### config.mk
export PLATFORM = sky130hd
export DESIGN_NAME = compass_heading_atan2_unit
export DESIGN_NICKNAME = d
export VERILOG_FILES = /design/src/rtl/chdg_pkg.sv /design/src/rtl/compass_heading_atan2_unit.sv /design/src/rtl/chdg_prerot.sv /design/src/rtl/chdg_cordic_stage.sv /design/src/rtl/chdg_round.sv
export SDC_FILE = /design/constraint.sdc
export NUM_CORES = 2
export LEC_CHECK = 0
export BUFFER_PORTS_ARGS = -buffer_cell sky130_fd_sc_hd__buf_2
export CAP_MARGIN = 20
export CORE_ASPECT_RATIO = 1.25
export CORE_UTILIZATION = 50
export CTS_CLUSTER_SIZE = 30
export DETAILED_ROUTE_END_ITERATION = 8
export PLACE_DENSITY = 0.7
export SYNTH_ARGS = -nofsm -noshare
export SYNTH_HDL_FRONTEND = slang
export SYNTH_SLANG_ARGS = --single-unit
export TNS_END_PERCENT = 10
### constraint.sdc
create_clock -name clk -period 11.1 [get_ports clk]
set_clock_uncertainty 0.15 [all_clocks]
set_input_delay 1.11 -clock clk [delete_from_list [all_inputs] [get_ports clk]]
set_output_delay 1.11 -clock clk [all_outputs]
set_load 0.005 [all_outputs]
### src/rtl/chdg_pkg.sv
// ----------------------------------------------------------------------------
// chdg_pkg
// Shared constants for the compass heading CORDIC pipeline: fixed-point
// formats, the degree-scaled arctangent table and the output wrap limits.
// ----------------------------------------------------------------------------
package chdg_pkg;

  // Default configuration of the top level.
  localparam int CORDIC_STEPS_DEF = 16;
  localparam int SAMPLE_BITS_DEF  = 16;

  // Guard bits appended below the sample before the iterations start.
  localparam int GUARD_BITS = 8;

  // Angle accumulator: signed, units of 2^-16 degree.
  localparam int ZW        = 26;
  localparam int TABLE_LEN = 24;

  localparam logic signed [ZW-1:0] Z_DEG90    = ZW'(90 * 65536);
  localparam logic signed [ZW-1:0] Z_NEG_DEG90 = -Z_DEG90;
  // Half an output LSB, with and without a full turn folded in.
  localparam logic signed [ZW-1:0] Z_ROUND_POS = ZW'(512);
  localparam logic signed [ZW-1:0] Z_ROUND_NEG = ZW'(360 * 65536 + 512);
  localparam int ROUND_SHIFT = 10;

  // Heading output: 1/64 degree.
  localparam int             HEAD_W    = 15;
  localparam logic [HEAD_W-1:0] FULL_TURN = HEAD_W'(23040);

  // Entry i is round(atan(2^-i) in degrees * 65536).
  localparam logic [ZW-1:0] ANGLE_TAB [TABLE_LEN] = '{
    ZW'(2949120), ZW'(1740967), ZW'(919879), ZW'(466945),
    ZW'(234379),  ZW'(117304),  ZW'(58666),  ZW'(29335),
    ZW'(14668),   ZW'(7334),    ZW'(3667),   ZW'(1833),
    ZW'(917),     ZW'(458),     ZW'(229),    ZW'(115),
    ZW'(57),      ZW'(29),      ZW'(14),     ZW'(7),
    ZW'(4),       ZW'(2),       ZW'(1),      ZW'(0)
  };

endpackage

### src/rtl/compass_heading_atan2_unit.sv
// ----------------------------------------------------------------------------
// compass_heading_atan2_unit
// Pipelined CORDIC vectoring unit that turns a magnetometer X/Y sample into
// a compass heading in 1/64 degree, wrapped into 0 up to under 360 degrees.
// ----------------------------------------------------------------------------
// Usage:
//   The input channel (in_valid, in_ready, in_x_field, in_y_field) takes one
//   signed X/Y sample word. The result channel (out_valid, out_ready,
//   out_heading) returns one heading word per sample, in order.
//   The pipeline holds one pre-rotation stage, one register stage per CORDIC
//   micro-rotation (capped at 24) and one wrap-and-round output stage.
//   Throughput is one sample per clock while the output is not stalled;
//   every stage is a register with its own valid bit, and one add per
//   coordinate sets the stage depth.
//   When out_ready is low the output word holds; stages behind it keep
//   filling empty slots, so in_ready drops only when every stage is full.
//   A synchronous reset on rst_n empties the pipeline; data in flight is
//   dropped. A zero sample yields a heading of 0.
// ----------------------------------------------------------------------------
module compass_heading_atan2_unit #(
  parameter int CORDIC_STEPS = chdg_pkg::CORDIC_STEPS_DEF,
  parameter int SAMPLE_BITS  = chdg_pkg::SAMPLE_BITS_DEF
) (
  input  logic                               clk,
  input  logic                               rst_n,
  input  logic                               in_valid,
  output logic                               in_ready,
  input  logic signed [SAMPLE_BITS-1:0]      in_x_field,
  input  logic signed [SAMPLE_BITS-1:0]      in_y_field,
  output logic                               out_valid,
  input  logic                               out_ready,
  output logic        [chdg_pkg::HEAD_W-1:0] out_heading
);
  import chdg_pkg::*;

  localparam int NSTEP = (CORDIC_STEPS < TABLE_LEN) ? CORDIC_STEPS : TABLE_LEN;
  // Headroom for the half-plane fold and the CORDIC gain.
  localparam int W = SAMPLE_BITS + GUARD_BITS + 3;

  logic                 vld   [NSTEP+1];
  logic                 rdy   [NSTEP+1];
  logic signed [W-1:0]  xv    [NSTEP+1];
  logic signed [W-1:0]  yv    [NSTEP+1];
  logic signed [ZW-1:0] zv    [NSTEP+1];
  logic                 zero  [NSTEP+1];

  chdg_prerot #(
    .SAMPLE_BITS (SAMPLE_BITS),
    .W           (W)
  ) u_prerot (
    .clk     (clk),
    .rst_n   (rst_n),
    .valid_i (in_valid),
    .ready_o (in_ready),
    .x_i     (in_x_field),
    .y_i     (in_y_field),
    .valid_o (vld[0]),
    .ready_i (rdy[0]),
    .x_o     (xv[0]),
    .y_o     (yv[0]),
    .z_o     (zv[0]),
    .zero_o  (zero[0])
  );

  for (genvar k = 0; k < NSTEP; k++) begin : g_step
    chdg_cordic_stage #(
      .W    (W),
      .STEP (k)
    ) u_stage (
      .clk     (clk),
      .rst_n   (rst_n),
      .valid_i (vld[k]),
      .ready_o (rdy[k]),
      .x_i     (xv[k]),
      .y_i     (yv[k]),
      .z_i     (zv[k]),
      .zero_i  (zero[k]),
      .valid_o (vld[k+1]),
      .ready_i (rdy[k+1]),
      .x_o     (xv[k+1]),
      .y_o     (yv[k+1]),
      .z_o     (zv[k+1]),
      .zero_o  (zero[k+1])
    );
  end

  chdg_round u_round (
    .clk       (clk),
    .rst_n     (rst_n),
    .valid_i   (vld[NSTEP]),
    .ready_o   (rdy[NSTEP]),
    .z_i       (zv[NSTEP]),
    .zero_i    (zero[NSTEP]),
    .valid_o   (out_valid),
    .ready_i   (out_ready),
    .heading_o (out_heading)
  );

  // The final x and y magnitudes are not needed for the heading.
  logic unused_xy;
  assign unused_xy = ^{xv[NSTEP], yv[NSTEP]};

endmodule

### src/rtl/chdg_prerot.sv
// ----------------------------------------------------------------------------
// chdg_prerot
// Entry stage: sign extends and scales the sample, folds the left half
// plane onto the right half plane and seeds the angle accumulator.
// ----------------------------------------------------------------------------
module chdg_prerot #(
  parameter int SAMPLE_BITS = 16,
  parameter int W           = 27
) (
  input  logic                                clk,
  input  logic                                rst_n,
  input  logic                                valid_i,
  output logic                                ready_o,
  input  logic signed [SAMPLE_BITS-1:0]       x_i,
  input  logic signed [SAMPLE_BITS-1:0]       y_i,
  output logic                                valid_o,
  input  logic                                ready_i,
  output logic signed [W-1:0]                 x_o,
  output logic signed [W-1:0]                 y_o,
  output logic signed [chdg_pkg::ZW-1:0]      z_o,
  output logic                                zero_o
);
  import chdg_pkg::*;

  logic                 vld_r;
  logic signed [W-1:0]  x_r, y_r, x_nxt, y_nxt;
  logic signed [ZW-1:0] z_r, z_nxt;
  logic                 zero_r, zero_nxt;
  logic signed [W-1:0]  xs, ys;

  assign ready_o = !vld_r || ready_i;

  always_comb begin
    xs       = W'(x_i) <<< GUARD_BITS;
    ys       = W'(y_i) <<< GUARD_BITS;
    zero_nxt = (x_i == '0) && (y_i == '0);
    x_nxt    = xs;
    y_nxt    = ys;
    z_nxt    = '0;
    // Rotate by -90 or +90 degrees so that x is never negative.
    if (xs[W-1]) begin
      if (!ys[W-1]) begin
        x_nxt = ys;
        y_nxt = -xs;
        z_nxt = Z_DEG90;
      end else begin
        x_nxt = -ys;
        y_nxt = xs;
        z_nxt = Z_NEG_DEG90;
      end
    end
  end

  always_ff @(posedge clk) begin
    if (!rst_n) begin
      vld_r <= 1'b0;
    end else if (ready_o) begin
      vld_r <= valid_i;
    end
  end

  always_ff @(posedge clk) begin
    if (ready_o && valid_i) begin
      x_r    <= x_nxt;
      y_r    <= y_nxt;
      z_r    <= z_nxt;
      zero_r <= zero_nxt;
    end
  end

  assign valid_o = vld_r;
  assign x_o     = x_r;
  assign y_o     = y_r;
  assign z_o     = z_r;
  assign zero_o  = zero_r;

endmodule

### src/rtl/chdg_cordic_stage.sv
// ----------------------------------------------------------------------------
// chdg_cordic_stage
// One registered CORDIC vectoring micro-rotation, driving y toward zero and
// accumulating the rotated angle in degrees.
// ----------------------------------------------------------------------------
module chdg_cordic_stage #(
  parameter int W    = 27,
  parameter int STEP = 0
) (
  input  logic                           clk,
  input  logic                           rst_n,
  input  logic                           valid_i,
  output logic                           ready_o,
  input  logic signed [W-1:0]            x_i,
  input  logic signed [W-1:0]            y_i,
  input  logic signed [chdg_pkg::ZW-1:0] z_i,
  input  logic                           zero_i,
  output logic                           valid_o,
  input  logic                           ready_i,
  output logic signed [W-1:0]            x_o,
  output logic signed [W-1:0]            y_o,
  output logic signed [chdg_pkg::ZW-1:0] z_o,
  output logic                           zero_o
);
  import chdg_pkg::*;

  localparam logic signed [ZW-1:0] ANGLE = ANGLE_TAB[STEP];

  logic                 vld_r;
  logic signed [W-1:0]  x_r, y_r, x_nxt, y_nxt;
  logic signed [ZW-1:0] z_r, z_nxt;
  logic                 zero_r;
  logic signed [W-1:0]  dx, dy;

  assign ready_o = !vld_r || ready_i;

  // Arithmetic shifts round toward minus infinity.
  assign dx = y_i >>> STEP;
  assign dy = x_i >>> STEP;

  always_comb begin
    if (!y_i[W-1]) begin
      x_nxt = x_i + dx;
      y_nxt = y_i - dy;
      z_nxt = z_i + ANGLE;
    end else begin
      x_nxt = x_i - dx;
      y_nxt = y_i + dy;
      z_nxt = z_i - ANGLE;
    end
  end

  always_ff @(posedge clk) begin
    if (!rst_n) begin
      vld_r <= 1'b0;
    end else if (ready_o) begin
      vld_r <= valid_i;
    end
  end

  always_ff @(posedge clk) begin
    if (ready_o && valid_i) begin
      x_r    <= x_nxt;
      y_r    <= y_nxt;
      z_r    <= z_nxt;
      zero_r <= zero_i;
    end
  end

  assign valid_o = vld_r;
  assign x_o     = x_r;
  assign y_o     = y_r;
  assign z_o     = z_r;
  assign zero_o  = zero_r;

endmodule

### src/rtl/chdg_round.sv
// ----------------------------------------------------------------------------
// chdg_round
// Output stage: wraps negative angles by a full turn, rounds to 1/64 degree
// and holds the finished heading word for the receiver.
// ----------------------------------------------------------------------------
module chdg_round (
  input  logic                               clk,
  input  logic                               rst_n,
  input  logic                               valid_i,
  output logic                               ready_o,
  input  logic signed [chdg_pkg::ZW-1:0]     z_i,
  input  logic                               zero_i,
  output logic                               valid_o,
  input  logic                               ready_i,
  output logic        [chdg_pkg::HEAD_W-1:0] heading_o
);
  import chdg_pkg::*;

  logic                 vld_r;
  logic [HEAD_W-1:0]    head_r, head_nxt;
  logic signed [ZW-1:0] zr;
  logic [HEAD_W-1:0]    h;

  assign ready_o = !vld_r || ready_i;

  // The full-turn wrap and the rounding half are folded into one addend.
  assign zr = z_i + (z_i[ZW-1] ? Z_ROUND_NEG : Z_ROUND_POS);
  assign h  = zr[ROUND_SHIFT +: HEAD_W];

  always_comb begin
    head_nxt = h;
    if (zero_i || (h >= FULL_TURN)) begin
      head_nxt = '0;
    end
  end

  always_ff @(posedge clk) begin
    if (!rst_n) begin
      vld_r <= 1'b0;
    end else if (ready_o) begin
      vld_r <= valid_i;
    end
  end

  always_ff @(posedge clk) begin
    if (ready_o && valid_i) begin
      head_r <= head_nxt;
    end
  end

  assign valid_o   = vld_r;
  assign heading_o = head_r;

endmodule

==> qor.csv <==
metric,value,unit
first-pass GRT wire length,362000,µm
Core Rows,175,
critical path launch point type,flip-flop,
min cycle time layout,5100,ps
GP Congestion,0.937,
Setup TNS,0,ps
Max Clk Rate,196,MHz
Max Root-Sink Buffers,3,
number of synthesized register bits,1148,
Crit. End Element,flip-flop,
CTS tree,yes,
maximum fanout along the worst path,5,
Die H,482,µm
Finished Cell Area,100000,µm²
Layout area overhead,8.31,%
initial DRC count,4697,
post-CTS setup buffer count,0,
share of layout cells above drive strength 1,4.42,%
post-cts hold buffer count,0,
Required @ worst endpoint,11490,ps
Final HPWL DP,182000,µm
Ys Warns,0,
Via density,5.89,
Synth Area per Inst,9.70,µm²
Cells after Synth,9518,
post-synth cell types,91,
Final Cycle Share,45.9,%
width of the chip,386,µm
Core Box Area,183000,µm²
ys flop type,edfxtp_1,
RSZ-0062 raised after global routing,false,
area of the multi-input gates,55900,µm²
Starting Density,50.6,%
"commonest non-fill, non-tap cells in the layout","edfxtp_1, ha_1, nor2_1",
"CTS clk-pin slew, worst paths",60,ps
"Seq/Total Area, Yosys",37.1,%
filler cell count,15993,
final setup vio count,0,
total track usage,24.1,%
DRC viols,0,
status,completed,
CTS buffer count,130,
Post-synth EDFFs,1130,
placed cell area,95600,µm²
worst hold-check path type,reg -> reg,
pwr/cell area,115,nW/µm²
PortBufs,52,
vias in the first global route,69848,
Detailed Routing Iterations Pass 1,5,
Rel. slew slack,23.3,%
die area,186000,µm²
pin count of the biggest net entering global routing,81,
leakage power,40.4,nW
Setup CP Type,reg -> reg,
grt ovf,0,
Worst-Margin Slew,1150,ps
Critical Path AT,5490,ps
Util after Layout,54.8,%
io pins,53,
VDD IR max,147,µV
Post-Synthesis Cell Area,92300,µm²
post-CTS resize count,0,
H-tree depth,4,
post-synthesis async set-or-reset flop share,0,%
vias,71376,
Storage cell area,34300,µm²
"Clk Latency, worst-skew pair",810,ps
Reg2Reg Setup Slack,6000,ps
total of max-cap violations,0,
max-slew violation count,0,
antenna violations before repair,2,
drt total wl,228000,µm
CTS root buffer,clkbuf_16,
"antenna viol nets, final",0,
clk sinks,1148,
per-cell routed wire length,18.8,µm
"commonest non-fill, non-tap cell in the layout",edfxtp_1,
Final Hold Viols,0,
fin nets,10785,
[state kept, by name, summed over array words and instances (netlist names)]
register                count
g_step.u_stage.z_o        362
g_step.u_stage.y_o        356
g_step.u_stage.x_o        339
u_prerot.x_o               19
u_prerot.y_o               19
g_step.u_stage.valid_o     16
g_step.u_stage.zero_o      16
u_round.heading_o          15
u_prerot.z_o                3
u_prerot.valid_o            1
u_prerot.zero_o             1
u_round.valid_o             1
[per-layer routing]
metal	up-vias	GRT usage [%]	wire length, µm
met3	504	2.87	8270
met2	1601	44.6	117000
met4	0	11.4	11300
met5	-	0	0
met1	33986	27.3	91000
li1	35285	-	-
[cell usage after synthesis, types with 51 or more instances]
cell	n	area [µm²]
a211oi_1	78	586
a21o_1	339	2540
a21oi_1	941	4710
a31oi_1	109	682
and2_1	63	394
and3_1	117	732
clkbuf_1	102	383
edfxtp_1	1130	33900
ha_1	1086	13600
inv_1	475	1780
nand2_1	467	1750
nand2b_1	117	732
nand3_1	155	776
nand4_1	51	319
nor2_1	979	3670
nor2b_1	136	851
nor3_1	299	1500
nor4_1	79	494
o21a_1	141	1060
o21ai_0	399	2000
o21bai_1	142	1070
or3_1	57	357
xnor2_1	879	7700
xor2_1	463	4060
[stage by stage]
stage               power (mW)  setup WS, ps  instances  hold slack (ps)
floorplan                 6.64          2840       9520              250
global placement          7.09          5980      11882              254
detailed placement        7.13          6050      11882              255
CTS                       11.6          6030      12117              258
global route              12.0          5550      12122              272
finish                    11.5          6000      12122              264
[kinds of logic after synthesis]
| family | synth area share, % |
|---|---|
| fa+ha+maj | 15.5 |
| other cells | 0.00406 |
| compound gates | 17.7 |
| flops | 37.1 |
| xor+xnor | 12.7 |
| buf+inv | 2.45 |
| simple gates | 13.7 |
| mux | 0.716 |
[area by class of cell]
type	count	area share, %
diodes	1	0.00250
multi-input cells	7770	55.9
clock inverters	74	0.911
repair buffers	102	0.631
well taps	2389	2.99
inverters	477	1.79
clock buffers	161	3.47
flip-flops and latches	1148	34.3
[final timing paths]
kind / startpoint / to / cells after the start
setup / recovery: g_step[3].u_stage.y_o[8] / g_step[4].u_stage.x_o[26] / 17
setup reg to reg: g_step[3].u_stage.y_o[8] / g_step[4].u_stage.x_o[26] / 17
hold reg to reg: g_step[11].u_stage.zero_o / g_step[12].u_stage.zero_o / 0
hold / removal: g_step[11].u_stage.zero_o / g_step[12].u_stage.zero_o / 0
[power by group]
part	internal, mW	switching, mW
Sequential	4.95	0.132
Combinational	0.852	1.14
Clock	2.58	1.87
[worst max-delay path, stage by stage (launching register included)]
cell and delay, ps:
edfxtp_1 440, nor4_1 480, nand2_1 110, nor2_1 190, nand2_1 110, nor4_1 620
a21oi_1 180, xnor2_1 160, ha_1 350, and3_1 180, a221oi_1 230, o21ai_0 190
a221o_1 380, a211oi_1 310, nor3_1 130, or3_1 360, a21oi_1 180, xnor2_1 70
(Power assumes the default switching activity.)
